--- config.mk ---
export PLATFORM = sky130hd
export DESIGN_NAME = utf8_stream_decoder
export DESIGN_NICKNAME = d
export VERILOG_FILES = /design/src/rtl/utf8d_pkg.sv /design/src/rtl/utf8d_step.sv /design/src/rtl/utf8_stream_decoder.sv
export SDC_FILE = /design/constraint.sdc
export NUM_CORES = 1
export LEC_CHECK = 0
export BUFFER_PORTS_ARGS = -buffer_cell sky130_fd_sc_hd__buf_4
export CORE_UTILIZATION = 32
export CTS_BUF_LIST = sky130_fd_sc_hd__clkbuf_4
export CTS_CLUSTER_DIAMETER = 40
export DETAILED_ROUTE_END_ITERATION = 6
export PLACE_DENSITY = 0.61
export REMOVE_ABC_BUFFERS = 1
export SYNTH_ARGS = -nofsm -noshare
export SYNTH_HDL_FRONTEND = slang
export SYNTH_SLANG_ARGS = --single-unit
--- constraint.sdc ---
create_clock -name clk_i -period 8.9 [get_ports clk_i]
set_input_delay 0.89 -clock clk_i [delete_from_list [all_inputs] [get_ports clk_i]]
set_output_delay 0.89 -clock clk_i [all_outputs]
set_load 0.02 [all_outputs]
--- src/rtl/utf8d_pkg.sv ---
// ----------------------------------------------------------------------------
// utf8d_pkg
// Types and constants of the UTF-8 stream decoder.
// ----------------------------------------------------------------------------
package utf8d_pkg;

  localparam int unsigned CpW = 21;

  localparam logic [CpW-1:0] ReplChar   = 21'h00FFFD;
  localparam logic [CpW-1:0] MinTwo     = 21'h000080;
  localparam logic [CpW-1:0] MinThree   = 21'h000800;
  localparam logic [CpW-1:0] MinFour    = 21'h010000;
  localparam logic [CpW-1:0] SurrLow    = 21'h00D800;
  localparam logic [CpW-1:0] SurrEnd    = 21'h00E000;
  localparam logic [CpW-1:0] MaxPlusOne = 21'h110000;

  typedef struct packed {
    logic [1:0]     rem;
    logic [1:0]     len;
    logic [CpW-1:0] acc;
  } dec_state_t;

  typedef struct packed {
    logic [CpW-1:0] code_point;
    logic           replaced;
    logic           last;
  } result_t;

  localparam dec_state_t StateIdle = '{rem: 2'd0, len: 2'd0, acc: '0};

endpackage

--- src/rtl/utf8d_step.sv ---
// ----------------------------------------------------------------------------
// utf8d_step
// Per-beat decode logic: next sequence state and the optional result.
// ----------------------------------------------------------------------------
module utf8d_step (
  input  logic [7:0]           byte_i,
  input  logic                 last_i,
  input  utf8d_pkg::dec_state_t state_i,
  output utf8d_pkg::dec_state_t state_o,
  output logic                 emit_o,
  output utf8d_pkg::result_t   result_o
);

  always_comb begin
    logic [1:0]                conts;
    logic [utf8d_pkg::CpW-1:0] bits;
    logic                      lead_ok;
    logic [utf8d_pkg::CpW-1:0] acc_n;
    logic [1:0]                rem_n;
    logic                      scalar_ok;

    conts     = 2'd0;
    bits      = '0;
    lead_ok   = 1'b0;
    acc_n     = {state_i.acc[utf8d_pkg::CpW-7:0], byte_i[5:0]};
    rem_n     = state_i.rem - 2'd1;
    scalar_ok = 1'b0;

    state_o  = state_i;
    emit_o   = 1'b0;
    result_o = '{code_point: utf8d_pkg::ReplChar, replaced: 1'b1, last: last_i};

    if (state_i.rem == 2'd0) begin
      if (!byte_i[7]) begin
        emit_o   = 1'b1;
        result_o = '{code_point: {13'd0, byte_i}, replaced: 1'b0, last: last_i};
      end else if (byte_i[7:5] == 3'b110) begin
        conts   = 2'd1;
        bits    = {16'd0, byte_i[4:0]};
        lead_ok = 1'b1;
      end else if (byte_i[7:4] == 4'b1110) begin
        conts   = 2'd2;
        bits    = {17'd0, byte_i[3:0]};
        lead_ok = 1'b1;
      end else if (byte_i[7:3] == 5'b11110) begin
        conts   = 2'd3;
        bits    = {18'd0, byte_i[2:0]};
        lead_ok = 1'b1;
      end else begin
        emit_o = 1'b1;
      end
      if (lead_ok) begin
        if (last_i) begin
          emit_o  = 1'b1;
          state_o = utf8d_pkg::StateIdle;
        end else begin
          state_o = '{rem: conts, len: conts, acc: bits};
        end
      end
    end else if (byte_i[7:6] != 2'b10) begin
      emit_o  = 1'b1;
      state_o = utf8d_pkg::StateIdle;
    end else if (rem_n == 2'd0) begin
      case (state_i.len)
        2'd1:    scalar_ok = acc_n >= utf8d_pkg::MinTwo;
        2'd2:    scalar_ok = (acc_n >= utf8d_pkg::MinThree) &&
                             ((acc_n < utf8d_pkg::SurrLow) || (acc_n >= utf8d_pkg::SurrEnd));
        default: scalar_ok = (acc_n >= utf8d_pkg::MinFour) && (acc_n < utf8d_pkg::MaxPlusOne);
      endcase
      emit_o  = 1'b1;
      state_o = utf8d_pkg::StateIdle;
      if (scalar_ok) begin
        result_o = '{code_point: acc_n, replaced: 1'b0, last: last_i};
      end
    end else if (last_i) begin
      emit_o  = 1'b1;
      state_o = utf8d_pkg::StateIdle;
    end else begin
      state_o = '{rem: rem_n, len: state_i.len, acc: acc_n};
    end
  end

endmodule

--- src/rtl/utf8_stream_decoder.sv ---
// ----------------------------------------------------------------------------
// utf8_stream_decoder
// UTF-8 byte stream to code points, invalid input replaced by U+FFFD.
// ----------------------------------------------------------------------------
// Channel  Direction  Handshake              Payload
// in       input      in_valid_i/in_ready_o  byte_in_i, string_end_i
// out      output     out_valid_o/out_ready_i code_point_o, replaced_o,
//                                            last_of_string_o
//
// One input beat is taken per cycle while in_ready_o is high. A finished
// result is registered in the result register, or in the skid register if
// that one is held; input stalls only when both are full. The sequence state
// updates in the accepting cycle. Reset clears it and both valid flags.
// ----------------------------------------------------------------------------
module utf8_stream_decoder (
  input  logic        clk_i,
  input  logic        rst_ni,
  input  logic        in_valid_i,
  output logic        in_ready_o,
  input  logic [7:0]  byte_in_i,
  input  logic        string_end_i,
  output logic        out_valid_o,
  input  logic        out_ready_i,
  output logic [20:0] code_point_o,
  output logic        replaced_o,
  output logic        last_of_string_o
);

  utf8d_pkg::dec_state_t state_q, state_d, step_state;
  utf8d_pkg::result_t    step_res, out_q, out_d, skid_q, skid_d;
  logic                  step_emit;
  logic                  out_v_q, out_v_d, skid_v_q, skid_v_d;
  logic                  accept, push, pop;

  utf8d_step u_step (
    .byte_i   (byte_in_i),
    .last_i   (string_end_i),
    .state_i  (state_q),
    .state_o  (step_state),
    .emit_o   (step_emit),
    .result_o (step_res)
  );

  assign in_ready_o = !skid_v_q;
  assign accept     = in_valid_i && in_ready_o;
  assign push       = accept && step_emit;
  assign pop        = out_v_q && out_ready_i;

  always_comb begin
    state_d  = accept ? step_state : state_q;
    out_d    = out_q;
    out_v_d  = out_v_q;
    skid_d   = skid_q;
    skid_v_d = skid_v_q;
    if (skid_v_q) begin
      if (pop) begin
        out_d    = skid_q;
        skid_v_d = 1'b0;
      end
    end else if (push) begin
      if (!out_v_q || pop) begin
        out_d   = step_res;
        out_v_d = 1'b1;
      end else begin
        skid_d   = step_res;
        skid_v_d = 1'b1;
      end
    end else if (pop) begin
      out_v_d = 1'b0;
    end
  end

  always_ff @(posedge clk_i or negedge rst_ni) begin
    if (!rst_ni) begin
      state_q  <= utf8d_pkg::StateIdle;
      out_v_q  <= 1'b0;
      skid_v_q <= 1'b0;
    end else begin
      state_q  <= state_d;
      out_v_q  <= out_v_d;
      skid_v_q <= skid_v_d;
    end
  end

  always_ff @(posedge clk_i) begin
    out_q  <= out_d;
    skid_q <= skid_d;
  end

  assign out_valid_o      = out_v_q;
  assign code_point_o     = out_q.code_point;
  assign replaced_o       = out_q.replaced;
  assign last_of_string_o = out_q.last;

endmodule

### Word level (Yosys, flattened, before mapping)

Index checks and enable logic that the tools add are counted.

* order comparisons: 6
* bitwise operators: 2
* add/sub/neg operators: 1
* reductions and logical operators: 20
* equal/unequal tests: 9
* multiplexer cells: 49

Operator list (number)
* two-way mux 23 bit: 8
* two-way mux 25 bit: 6
* two-way mux 21 bit: 3
* two-way mux 1 bit: 25
* greater-or-equal comparator 21 x 12 -> 1 bit, second input constant: 1
* greater-or-equal comparator 21 x 16 -> 1 bit, second input constant: 1
* greater-or-equal comparator 21 x 17 -> 1 bit, second input constant: 1
* greater-or-equal comparator 21 x 8 -> 1 bit, second input constant: 1
* < comparator 21 x 16 -> 1 bit, second input constant: 1
* < comparator 21 bit, second input constant: 1
* two-way mux 18 bit: 1
* AND reduction 3 bit: 4
* two-way mux 2 bit: 4
* nonzero test 2 bit: 3
* == test 5 bit, second input constant: 1
* logical AND 1 bit: 5
* == test 4 bit, second input constant: 1
* zero test 2 bit: 2
* != test 2 x 1 -> 1 bit, second input constant: 2
* != test 2 bit, second input constant: 2
* nonzero test 4 bit: 1
* == test 3 bit, second input constant: 1
* two-way mux 3 bit: 1
* == test 2 x 1 -> 1 bit, second input constant: 1
* 7 further kinds: 10

* flip-flop bits (word level): 67
* word-level logic and storage cells: 98

### Depth between registers and ports, before layout

Gate-level depths: netlist of run 1.

* word-level depth: 14
* depth in mapped cells: 9
* mapped depth without buffers: 6

### Modules after synthesis

From an unflattened synthesis of run 1, not the netlist that was laid out.

* cells, all modules: 263
* area total of the unflattened synthesis: 3623.5 µm²

Modules (own cells, without submodules)
* utf8_stream_decoder: cells each 139, area an instance 2817.7 µm², times used 1, seq. area each 2057.0 µm²
* utf8d_step: cells each 124, area an instance 805.8 µm², times used 1, seq. area each 0.0 µm²

### Worst setup path after synthesis of run 1

No wires, ideal clock.

* path kind: input-to-reg
* start point: input port byte_in_i[5]
* end point: register skid_q[0] (netlist bit) (enable)
* slack: 4.986 ns
* required time: 8.463 ns
* stages: 5
* arrival time: 3.477 ns
* buffers on the path: 1
* cells stage by stage: clkbuf_2 and3b_1 o21ai_0 nand3_1 nor3b_1

* cells in the longest elaborated chain, start to end: 10
* elaborated cells between the ends (all ways): 17
* those cells by class: 3 x eq/ne; 12 x mux; 2 x reduce/logical

RTL lines
* start, declared: RTL line utf8_stream_decoder.sv:20 `input logic [7:0] byte_in_i,`
* == test 5 bit: RTL line utf8d_step.sv:45 `end else if (byte_i[7:3] == 5'b11110) begin`
* two-way mux 1 bit: RTL line utf8d_step.sv:45
* two-way mux 1 bit: RTL line utf8d_step.sv:41 `end else if (byte_i[7:4] == 4'b1110) begin`
* two-way mux 1 bit: RTL line utf8d_step.sv:37 `end else if (byte_i[7:5] == 3'b110) begin`
* two-way mux 1 bit: RTL line utf8d_step.sv:34 `if (!byte_i[7]) begin`
* two-way mux 1 bit, on equally long branches: RTL line utf8d_step.sv:53, utf8d_step.sv:33
* two-way mux 1 bit *: RTL line utf8d_step.sv:52 `if (lead_ok) begin`
* two-way mux 1 bit *: RTL line utf8d_step.sv:33 `if (state_i.rem == 2'd0) begin`
* logical AND 1 bit *: RTL line utf8_stream_decoder.sv:46 `assign push = accept && step_emit;`
* AND reduction 3 bit (no source line) *
* end signal, assigned: RTL line utf8_stream_decoder.sv:87 `skid_q <= skid_d;`
* end, declared: RTL line utf8_stream_decoder.sv:30 `utf8d_pkg::result_t step_res, out_q, out_d, skid_q, skid_d;`

Mark *: on every way between the ends. The rest lies on a longest branch, timed or not. The select of a mux whose other input is x is not followed.
A chain may end at the register's enable or synchronous reset.

### Worst setup path after layout of run 1

* start point: register state_q[23] (netlist bit)
* end point: register skid_q[12] (netlist bit) (enable)

* cells in the longest elaborated chain, start to end: 7
* elaborated cells between the ends (all ways): 8
* those cells by class: 1 x add/sub; 3 x mux; 4 x reduce/logical

RTL lines
* start, declared: RTL line utf8_stream_decoder.sv:29 `utf8d_pkg::dec_state_t state_q, state_d, step_state;`
* start signal, assigned: RTL line utf8_stream_decoder.sv:75 `state_q <= utf8d_pkg::StateIdle;`
* start signal, assigned: RTL line utf8_stream_decoder.sv:79 `state_q <= state_d;`
* subtractor 2 x 1 -> 2 bit: RTL line utf8d_step.sv:26 `rem_n = state_i.rem - 2'd1;`
* zero test 2 bit: RTL line utf8d_step.sv:63 `end else if (rem_n == 2'd0) begin`
* two-way mux 1 bit: RTL line utf8d_step.sv:63
* two-way mux 1 bit: RTL line utf8d_step.sv:60 `end else if (byte_i[7:6] != 2'b10) begin`
* two-way mux 1 bit *: RTL line utf8d_step.sv:33
* logical AND 1 bit *: RTL line utf8_stream_decoder.sv:46
* AND reduction 3 bit (no source line) *

Mark *: on every way between the ends. The rest lies on a longest branch, timed or not.

==> results of run 1 <==
## cell families after synthesis
| logic type | Yosys count | synth area share |
|---|---|---|
| adders and majority gates | 4 | 0.0152 |
| buffers and inverters | 40 | 0.0604 |
| DFF | 67 | 0.579 |
| and+or+nand+nor | 77 | 0.132 |
| AOI/OAI and AO/OA | 79 | 0.168 |
| muxes | 14 | 0.0456 |
## flip-flops by register name, indices dropped and copies added (netlist names)
register and count:
skid_q 23, code_point_o 21, state_q 19, last_of_string_o 1
out_valid_o 1, replaced_o 1, skid_v_q 1
## power breakdown
group,internal [uW],switching [uW],total [uW]
sequential,436,38.6,474
combinational,158,298,456
clock,93.2,105,198
total,687,442,1130
## cell usage after synthesis, types with 2 or more instances
master and number:
a21o_1 6, a21oi_1 8, a22o_1 3, a31o_2 2, a31oi_1 19, a41o_1 5, a41oi_1 9, and2_1 7
and3_1 5, and4_1 7, buf_2 5, buf_4 3, buf_6 4, clkbuf_1 8, dfrtp_1 21, edfxtp_1 46
ha_1 4, inv_1 18, mux2_2 5, mux2i_1 8, nand2_1 16, nand2b_1 3, nand3_1 4, nor2_1 16
nor2b_1 3, nor3_1 7, nor4_1 2, o21ai_0 18, o2bb2ai_1 2
## per-stage QoR
| stage | area, um2 | instances | power [uW] | utilization |
|---|---|---|---|---|
| after floorplan | 3160 | 260 | 762 | - |
| after global placement | 3650 | 435 | 929 | 0.370 |
| after detailed placement | 3650 | 435 | 939 | 0.370 |
| after CTS | 3790 | 451 | 1140 | 0.384 |
| after global routing | 3790 | 451 | 1200 | 0.384 |
| final | 3790 | 451 | 1130 | 0.384 |
## path summary, 6_finish.rpt
kind / cells past startpoint / startpoint / slack [ps] / to
min in group clk_i: 1 / state_q[24] / 540 / state_q[24]
worst max-delay path: 7 / state_q[23] / 5820 / skid_q[12]
worst max register to register: 7 / state_q[23] / 5820 / skid_q[12]
max in group asynchronous: 1 / rst_ni / 8320 / state_q[8]
worst min-delay path: 1 / rst_ni / 350 / state_q[24]
worst min register to register: 1 / state_q[24] / 540 / state_q[24]
## final cells by class
type,instances,area (um2),share of cell area
Sequential cell,67,1910,0.503
Multi-Input combinational cell,174,1190,0.315
Tap cell,133,166,0.0439
Inverter,19,71.3,0.0188
Timing Repair Buffer,42,315,0.0833
Clock inverter,4,42.5,0.0112
Clock buffer,12,90.1,0.0238
## cell usage in the layout, fill, tap and decap left out, drive strengths merged, types with 4 or more instances in the layout
master,instances
clkbuf,12
edfxtp,46
mux2i,9
nand2,17
and2,7
buf,42
a21o,6
and4,7
a31oi,19
nor3,7
clkinv,4
nor2,17
and3,5
dfrtp,21
ha,4
inv,18
nand3,4
mux2,5
a41oi,9
a41o,5
o21ai,18
a21oi,8
## per-layer routing
layer	track usage	vias to the layer above
met4	0.0715	0
met5	0	-
met1	0.200	1122
li1	-	1123
met2	0.214	39
met3	0.0228	7
## worst max-delay path, delay by kind of cell, from the launching register on
kind	cells	cell delay, ps
adders and majority gates	1	310
buffers and inverters	2	440
DFF	1	360
AOI/OAI and AO/OA	1	330
and+or+nand+nor	3	1340
==> metrics.md, run 1 <==
| Metric | Value |
|---|---|
| Met3 wire len | `228 um` |
| Vias | `2291` |
| CTS max path bufs | `2` |
| Worst EP arrival | `3180 ps` |
| CP required | `9000 ps` |
| Worst Setup Slack post-DPL | `5600 ps` |
| Largest area contributor in the netlist | `edfxtp_1` |
| Placeable Area | `9860 um2` |
| Drt drc | `0` |
| Root Buffer | `clkbuf_4` |
| Largest net degree at the start of global routing | `40` |
| Final worst-path setup slack | `5820 ps` |
| Setup bufs post-CTS | `0` |
| Port Buffers | `37` |
| Worst-Margin Slew | `944 ps` |
| Boundary pin count | `38` |
| Top sig layer | `met4` |
| Unrepaired setup endpoints after global routing | `false` |
| CTS tree | `yes` |
| Slowest stage delay, CP | `850 ps` |
| P per Cell Area | `298 nW/um2` |
| First-pass GRT wire length | `11200 um` |
| Routability cong. | `0.782` |
| Clock Skew | `15.9 ps` |
| Syn Area/Cell | `11.7 um2` |
| Fin Hold WS | `354 ps` |
| Sink Count | `67` |
| Top post-synthesis cells by area | `edfxtp_1 42%, dfrtp_1 16%, a31oi_1 3.6%, o21ai_0 2.7%, mux2i_1 2.4%` |
| Ys Warns | `0` |
| CTS-repair resized insts | `0` |
| Final setup viols | `0` |
| Achievable frequency | `325 MHz` |
| Metal-1 WL | `3470 um` |
| Initial Util | `0.334` |
| CP Capture Type | `flip-flop` |
| Yosys cell types | `46` |
| Share of layout cells above drive strength 1 | `0.223` |
| Hold buffers post-CTS | `0` |
| Routed len/inst | `15.6 um` |
| Area growth from synthesis to layout | `15.1%` |
| Outcome | `completed` |
| Synth top area share | `0.420` |
| CP Cell Sequence | `inv_1 > ha_1 > and3b_1 > o21ai_0 > nand3_1 > nor3b_2 > buf_4` |
| Inserted Diodes | `0` |
| Post-detail-place hpwl | `4650 um` |
| Top FF cell, synth | `edfxtp_1` |
| VDD IR-drop max | `142 uV` |
| Crit start category | `flip-flop` |
| Kind of critical path | `reg -> reg` |
| Number of global-route vias before repair | `2132` |
| Asr flop ratio synth | `0.313` |
| Metal2 WL | `3280 um` |
| Drt pass-1 iters | `4` |
| Worst skew pair latency | `410 ps` |
| Post-Syn Instances | `281` |
| Vias per inst | `5.08` |
| Crit path max fanout | `13` |
| Sequential fraction of the synthesis area | `0.579` |
| Hold Path Class | `in -> async` |
| Tcrit/Tclk final | `0.346` |
| Final hold vios | `0` |
| Max-cap violation count | `0` |
| H-Tree Depth | `3` |
| Leakage power | `0.00156 uW` |
| FILL cells | `958` |
| First DRT Iteration DRCs | `103` |
| Die span in y | `103 um` |
| Total CTS buffers | `9` |
| CP max-delay cell | `nor3b_2` |
| Die X | `103 um` |
| Final nets | `330` |
| Worst rel slew slack | `0.368` |
| Num rows | `36` |
| Post-synthesis cell area | `3290 um2` |
| Setup TNS | `0 ps` |
| Initial antenna violation count | `0` |
| Slew Viols, Final | `0` |
| Global route overflow | `0` |
| Clk slew on worst S/H paths | `110 ps` |
| Min cycle time layout | `3080 ps` |
| EDFF count, synth | `46` |
| DRT Wirelength | `7050 um` |
| Total Routing Usage GR | `0.143` |
| Synth Register Bits | `67` |
| Post-DRT Antenna Nets | `0` |
| Die area | `10700 um2` |
Power figures use the tool's default switching activity.
==> run 2: changes to the inputs <==
ABC_AREA = 1   (was default)
PLACE_DENSITY = 0.63   (was 0.61)
clock period = 2.7 ns   (was 8.9 ns; I/O delays follow)
==> run 2 against run 1 <==
  * Final cell count rose by 10%
  * Area after synthesis decreased by 4.8%
  * Utilization rose by 1.6 points
  * Worst hold slack worse by 290 ps
  * Clock-buffer cell count down 3
  * Highest routed layer unchanged
==> metrics.md, run 2 <==
| Metric | Value |
|---|---|
| First-pass GRT wire length | `10700 um` |
| Worst skew pair latency | `410 ps` |
| Sequential fraction of the synthesis area | `0.609` |
| Inserted Diodes | `0` |
| Hold buffers post-CTS | `1` |
| Drt pass-1 iters | `4` |
| Multi-input logic area | `1020 um2` |
| H-Tree Depth | `3` |
| Metal2 WL | `3060 um` |
| Post-detail-place hpwl | `4470 um` |
| P_int | `1480 uW` |
| Die area | `10200 um2` |
| Post-DRT Antenna Nets | `0` |
| Max-cap violation count | `0` |
| Synth top area share | `0.441` |
| Final setup viols | `0` |
| Leakage power | `0.00162 uW` |
| Largest reg by FF count | `skid_q` |
| Final nets | `381` |
| Post-synthesis cell area | `3130 um2` |
| Hold Path Class | `in -> reg` |
| Placeable Area | `9370 um2` |
| Worst EP arrival | `2450 ps` |
| Post-route insts no fill | `498` |
| Clk network pwr share | `0.399` |
| Drt drc | `0` |
| Post-Syn Instances | `321` |
| Vias per inst | `4.58` |
| Worst-Margin Slew | `643 ps` |
| Top post-synthesis cells by area | `edfxtp_1 44%, dfrtp_1 17%, nand2_1 13%, nand3_1 3.8%, inv_1 3.6%` |
| Initial antenna violation count | `0` |
| Number of global-route vias before repair | `2221` |
| Crit start category | `flip-flop` |
| Design Area, Final | `3750 um2` |
| Switching part of the total power | `0.214` |
| Met3 wire len | `361 um` |
| Unrepaired setup endpoints after global routing | `false` |
| Initial Util | `0.334` |
| Total CTS buffers | `9` |
| Total Routing Usage GR | `0.139` |
| CTS-repair resized insts | `0` |
| Sequential power share | `0.579` |
| CP required | `2820 ps` |
| Seq. cell area | `1910 um2` |
| Largest register FFs | `23` |
| Dpl cells | `481` |
| Largest area contributor in the netlist | `edfxtp_1` |
| Worst rel slew slack | `0.571` |
| Boundary pin count | `38` |
| Die X | `101 um` |
| Routability cong. | `0.856` |
| Port Buffers | `37` |
| First DRT Iteration DRCs | `132` |
| Leading cell types in the layout, fill and taps excluded | `105 x nand2_1, 46 x edfxtp_1, 41 x buf_4` |
| Achievable frequency | `429 MHz` |
| Metal-1 WL | `2960 um` |
| Routed len/inst | `13.0 um` |
| Fin Hold WS | `67.2 ps` |
| Final worst-path setup slack | `370 ps` |
| Sink Count | `67` |
| Combinational Power Share | `0.022` |
| Slew Viols, Final | `0` |
| P per Cell Area | `501 nW/um2` |
| Worst Setup Slack post-DPL | `412 ps` |
| CTS max path bufs | `2` |
| VDD IR-drop max | `210 uV` |
| Most common cell in the netlist | `nand2_1` |
| EDFF count, synth | `46` |
| Outcome | `completed` |
| Clock Skew | `14.0 ps` |
| Asr flop ratio synth | `0.313` |
| Placed cell area | `3580 um2` |
| Overall power | `1880 uW` |
| Setup bufs post-CTS | `0` |
| Largest net degree at the start of global routing | `28` |
| Min cycle time layout | `2330 ps` |
| CTS tree | `yes` |
| Vias | `2279` |
| CP Capture Type | `flip-flop` |
| Num rows | `35` |
| FILL cells | `936` |
| Die span in y | `101 um` |
| Share of layout cells above drive strength 1 | `0.225` |
| Top sig layer | `met4` |
| Kind of critical path | `reg -> reg` |
| Ys Warns | `0` |
| DRT Wirelength | `6500 um` |
| Crit path max fanout | `23` |
| Top FF cell, synth | `edfxtp_1` |
| Area growth from synthesis to layout | `19.6%` |
| Syn Area/Cell | `9.76 um2` |
| Synth top cells by count | `105 x nand2_1, 46 x edfxtp_1, 30 x inv_1, 24 x nand3_1, 21 x dfrtp_1` |
| Clk slew on worst S/H paths | `120 ps` |
| Psw | `402 uW` |
| Final hold vios | `0` |
| Root Buffer | `clkbuf_4` |
| Synth Register Bits | `67` |
| Tcrit/Tclk final | `0.863` |
| Yosys cell types | `29` |
| Commonest non-fill, non-tap cell in the layout | `nand2_1` |
| Global route overflow | `0` |
[run 2: cell types whose count changed after synthesis, moves of 9 or more]
cell | previous run | this run
a41oi_1 | 9 | 0
a31oi_1 | 19 | 1
nand2_1 | 16 | 105
inv_1 | 18 | 30
o21ai_1 | 0 | 9
nand3_1 | 4 | 24
o21ai_0 | 18 | 9
[run 2: cell families (layout without fill, tap and decap cells)]
family / Yosys count / count (layout) / synth area share
fa+ha+maj: 4 / 4 / 0.0160
simple gates: 170 / 170 / 0.242
compound gates: 32 / 32 / 0.0667
flops: 67 / 67 / 0.609
buf+inv: 48 / 96 / 0.0671
[run 2: critical path, stage by stage, from the launching register on]
cell     delay (ps)
dfrtp_1         410
inv_1            80
ha_1            400
inv_2           220
nand3_1         140
or2_1           140
nand3_1         180
nor3_2          230
buf_12          220
[run 2: worst paths after layout]
path	startpoint	to	slack (ps)	cells after the start
hold reg to reg	skid_q[15]	code_point_o[13]	520	2
min in group asynchronous	rst_ni	out_valid_o	260	2
hold / removal	string_end_i	skid_q[0]	70	1
max in group asynchronous	rst_ni	state_q[6]	2190	2
setup reg to reg	state_q[23]	skid_q[20]	370	8
setup / recovery	state_q[23]	skid_q[20]	370	8
[run 2: cell type report]
| type | instances | share of cell area |
|---|---|---|
| Clock buffer | 9 | 0.0180 |
| Timing Repair Buffer | 44 | 0.0955 |
| Tap cell | 129 | 0.0431 |
| Multi-Input combinational cell | 206 | 0.274 |
| Inverter | 36 | 0.0364 |
| Sequential cell | 67 | 0.509 |
| Clock inverter | 7 | 0.0244 |
[run 2: power groups by stage]
stage	Sequential, uW	Combinational, uW	Clock [uW]
finish	1090	41.9	750
detailed placement	1110	41.0	0
CTS	1090	42.4	769
global placement	1110	40.8	0
global route	1090	47.3	821
floorplan	1110	12.3	0
[run 2: per-stage QoR]
step	utilization	setup TNS, ps
after floorplan	-	-30680
after global placement	0.382	0
after detailed placement	0.382	0
after CTS	0.400	0
after global routing	0.400	0
final	0.400	0
[run 2: per-layer routing]
layer | GRT usage | vias to the layer above
met5 | 0 | -
met4 | 0.0647 | 0
met3 | 0.0333 | 10
met2 | 0.224 | 61
met1 | 0.177 | 1061
li1 | - | 1147
==> run 3: changes to the inputs <==
CORE_UTILIZATION = 55   (was 32)
PLACE_DENSITY = 0.9   (was 0.63)
SYNTH_HIERARCHICAL = 1   (was default)
==> run 3 against run 2 <==
  * Synthesized cell count grew 18%
  * Critical path depth grew 4
  * Global-route usage grew 11 points
  * Register-to-register slack gained 230 ps
  * Non-clock buffer count grew 3
  * Critical path type unchanged
  * Die area shrank 37%
  * First-iteration DRC count grew 130%
  * Combinational power grew to 46 times the previous value
  * Power grew 140%
  * Clock power grew 3.5%
  * Maximum frequency grew 11%
==> metrics.md, run 3 <==
| Metric | Value |
|---|---|
| CTS max path bufs | `2` |
| Global route overflow | `0` |
| Final hold vios | `0` |
| Post-route insts no fill | `497` |
| Min-delay src | `string_end_i` |
| CTS tree | `yes` |
| Ys Warns | `6` |
| Fin Hold WS | `111 ps` |
| Worst skew pair latency | `420 ps` |
| CTS-repair resized insts | `0` |
| Drt drc | `0` |
| DRT Wirelength | `7400 um` |
| Largest net degree at the start of global routing | `26` |
| Worst r2r dst | `code_point_o[1]` |
| R2R depth | `12` |
| Hold endpoint | `skid_q[0]` |
| Vias per inst | `5.65` |
| Psw | `1810 uW` |
| Seq. cell area | `1910 um2` |
| Port Buffers | `37` |
| Share of layout cells above drive strength 1 | `0.178` |
| Total CTS buffers | `9` |
| Slew Viols, Final | `0` |
| Number of global-route vias before repair | `2641` |
| Setup bufs post-CTS | `0` |
| P_int | `2610 uW` |
| Area growth from synthesis to layout | `15.2%` |
| Multi-input logic area | `1210 um2` |
| Final nets | `434` |
| WHS Path Cells | `1` |
| VDD IR-drop max | `542 uV` |
| Placeable Area | `5890 um2` |
| Post-detail-place hpwl | `5190 um` |
| Worst EP arrival | `2390 ps` |
| Reg2reg setup slack | `600 ps` |
| Met2 Resource Use GR | `0.435` |
| Vias | `2807` |
| Dpl cells | `480` |
| Die area | `6390 um2` |
| Post-DRT Antenna Nets | `0` |
| H-Tree Depth | `3` |
| Die span in y | `80.0 um` |
| Leakage power | `0.00178 uW` |
| Final setup viols | `0` |
| Sink Count | `67` |
| Drt pass-1 iters | `6` |
| Largest register FFs | `23` |
| Crit start category | `flip-flop` |
| Boundary pin count | `38` |
| FILL cells | `456` |
| Met1 Use GR | `0.301` |
| Initial Util | `0.568` |
| Tcrit/Tclk final | `0.778` |
| R2R Path Start | `state_q[24]` |
| Num rows | `28` |
| First DRT Iteration DRCs | `304` |
| Outcome | `completed` |
| Crit path max fanout | `16` |
| Initial antenna violation count | `0` |
| Setup TNS | `0 ps` |
| Worst-Margin Slew | `442 ps` |
| Clock Skew | `16.6 ps` |
| Commonest non-fill, non-tap cell in the layout | `nand2_1` |
| Clk slew on worst S/H paths | `120 ps` |
| Combinational Power Share | `0.434` |
| Post-synthesis cell area | `3340 um2` |
| Die X | `80.0 um` |
| Total Routing Usage GR | `0.254` |
| P per Cell Area | `1150 nW/um2` |
| Hold Path Class | `in -> reg` |
| Routability cong. | `0.870` |
| Root Buffer | `clkbuf_4` |
| CP required | `2990 ps` |
| First-pass GRT wire length | `12100 um` |
| Met3 usage | `0.0537` |
| Worst rel slew slack | `0.705` |
| GRT busiest layer | `met2` |
| Clk network pwr share | `0.176` |
| Achievable frequency | `476 MHz` |
| Kind of critical path | `reg -> reg` |
| Routed len/inst | `14.9 um` |
| Max-cap violation count | `0` |
| Inserted Diodes | `0` |
| Largest reg by FF count | `skid_q` |
| Unrepaired setup endpoints after global routing | `false` |
| Leading cell types in the layout, fill and taps excluded | `165 x nand2_1, 46 x edfxtp_1, 46 x buf_4` |
| Hold buffers post-CTS | `1` |
| Syn Area/Cell | `8.82 um2` |
| Sequential power share | `0.390` |
| Post-Syn Instances | `379` |
| Switching part of the total power | `0.410` |
| Min cycle time layout | `2100 ps` |
| CP Capture Type | `flip-flop` |
[run 3: critical path, cell delays in order (launching register included)]
cell,delay (ps)
dfrtp_1,390
inv_1,100
ha_1,230
inv_1,80
nor2_1,240
nand2_1,100
inv_1,80
nand2_2,130
nand2_4,180
nand2_1,120
nor2_1,160
nand2_1,90
nand2_1,90
[run 3: worst max-delay path by stage]
stage                             endpoint  depth (start not counted)        start
after CTS                  code_point_o[1]                         12  state_q[24]
after global routing             skid_q[8]                          7  state_q[23]
after detailed placement        skid_q[19]                          7  state_q[23]
final                      code_point_o[1]                         12  state_q[24]
after floorplan            code_point_o[0]                          6  state_q[23]
after global placement    code_point_o[16]                          7  state_q[23]
[run 3: cell type report]
class | count | area share
multi-input cells | 261 | 0.314
inverters | 31 | 0.0309
well taps | 75 | 0.0244
repair buffers | 47 | 0.0923
clock inverters | 7 | 0.0260
clock buffers | 9 | 0.0175
flip-flops and latches | 67 | 0.495
[run 3: layer usage]
layer	vias to the layer above	part of all wire
met3	24	0.073
met2	144	0.51
met1	1311	0.38
met5	-	0
met4	0	0.032
li1	1328	-
[run 3: per-stage QoR]
stage / util / total power (uW) / setup slack, ps / area [um2]
3_3_place_gp: 0.624 / 3530 / 763 / 3670
6_report: 0.654 / 4420 / 599 / 3850
5_1_grt: 0.654 / 4700 / 441 / 3850
2_1_floorplan: - / 2930 / -44.0 / 3230
3_5_place_dp: 0.624 / 3640 / 672 / 3670
4_1_cts: 0.654 / 4410 / 626 / 3850
[run 3: power by group through the flow]
stage / Sequential [uW] / Combinational [uW] / Clock [uW]
after floorplan: 1970 / 954 / 0
after global placement: 1720 / 1800 / 0
after detailed placement: 1750 / 1890 / 0
after CTS: 1720 / 1910 / 780
after global routing: 1750 / 2110 / 833
final: 1720 / 1920 / 776
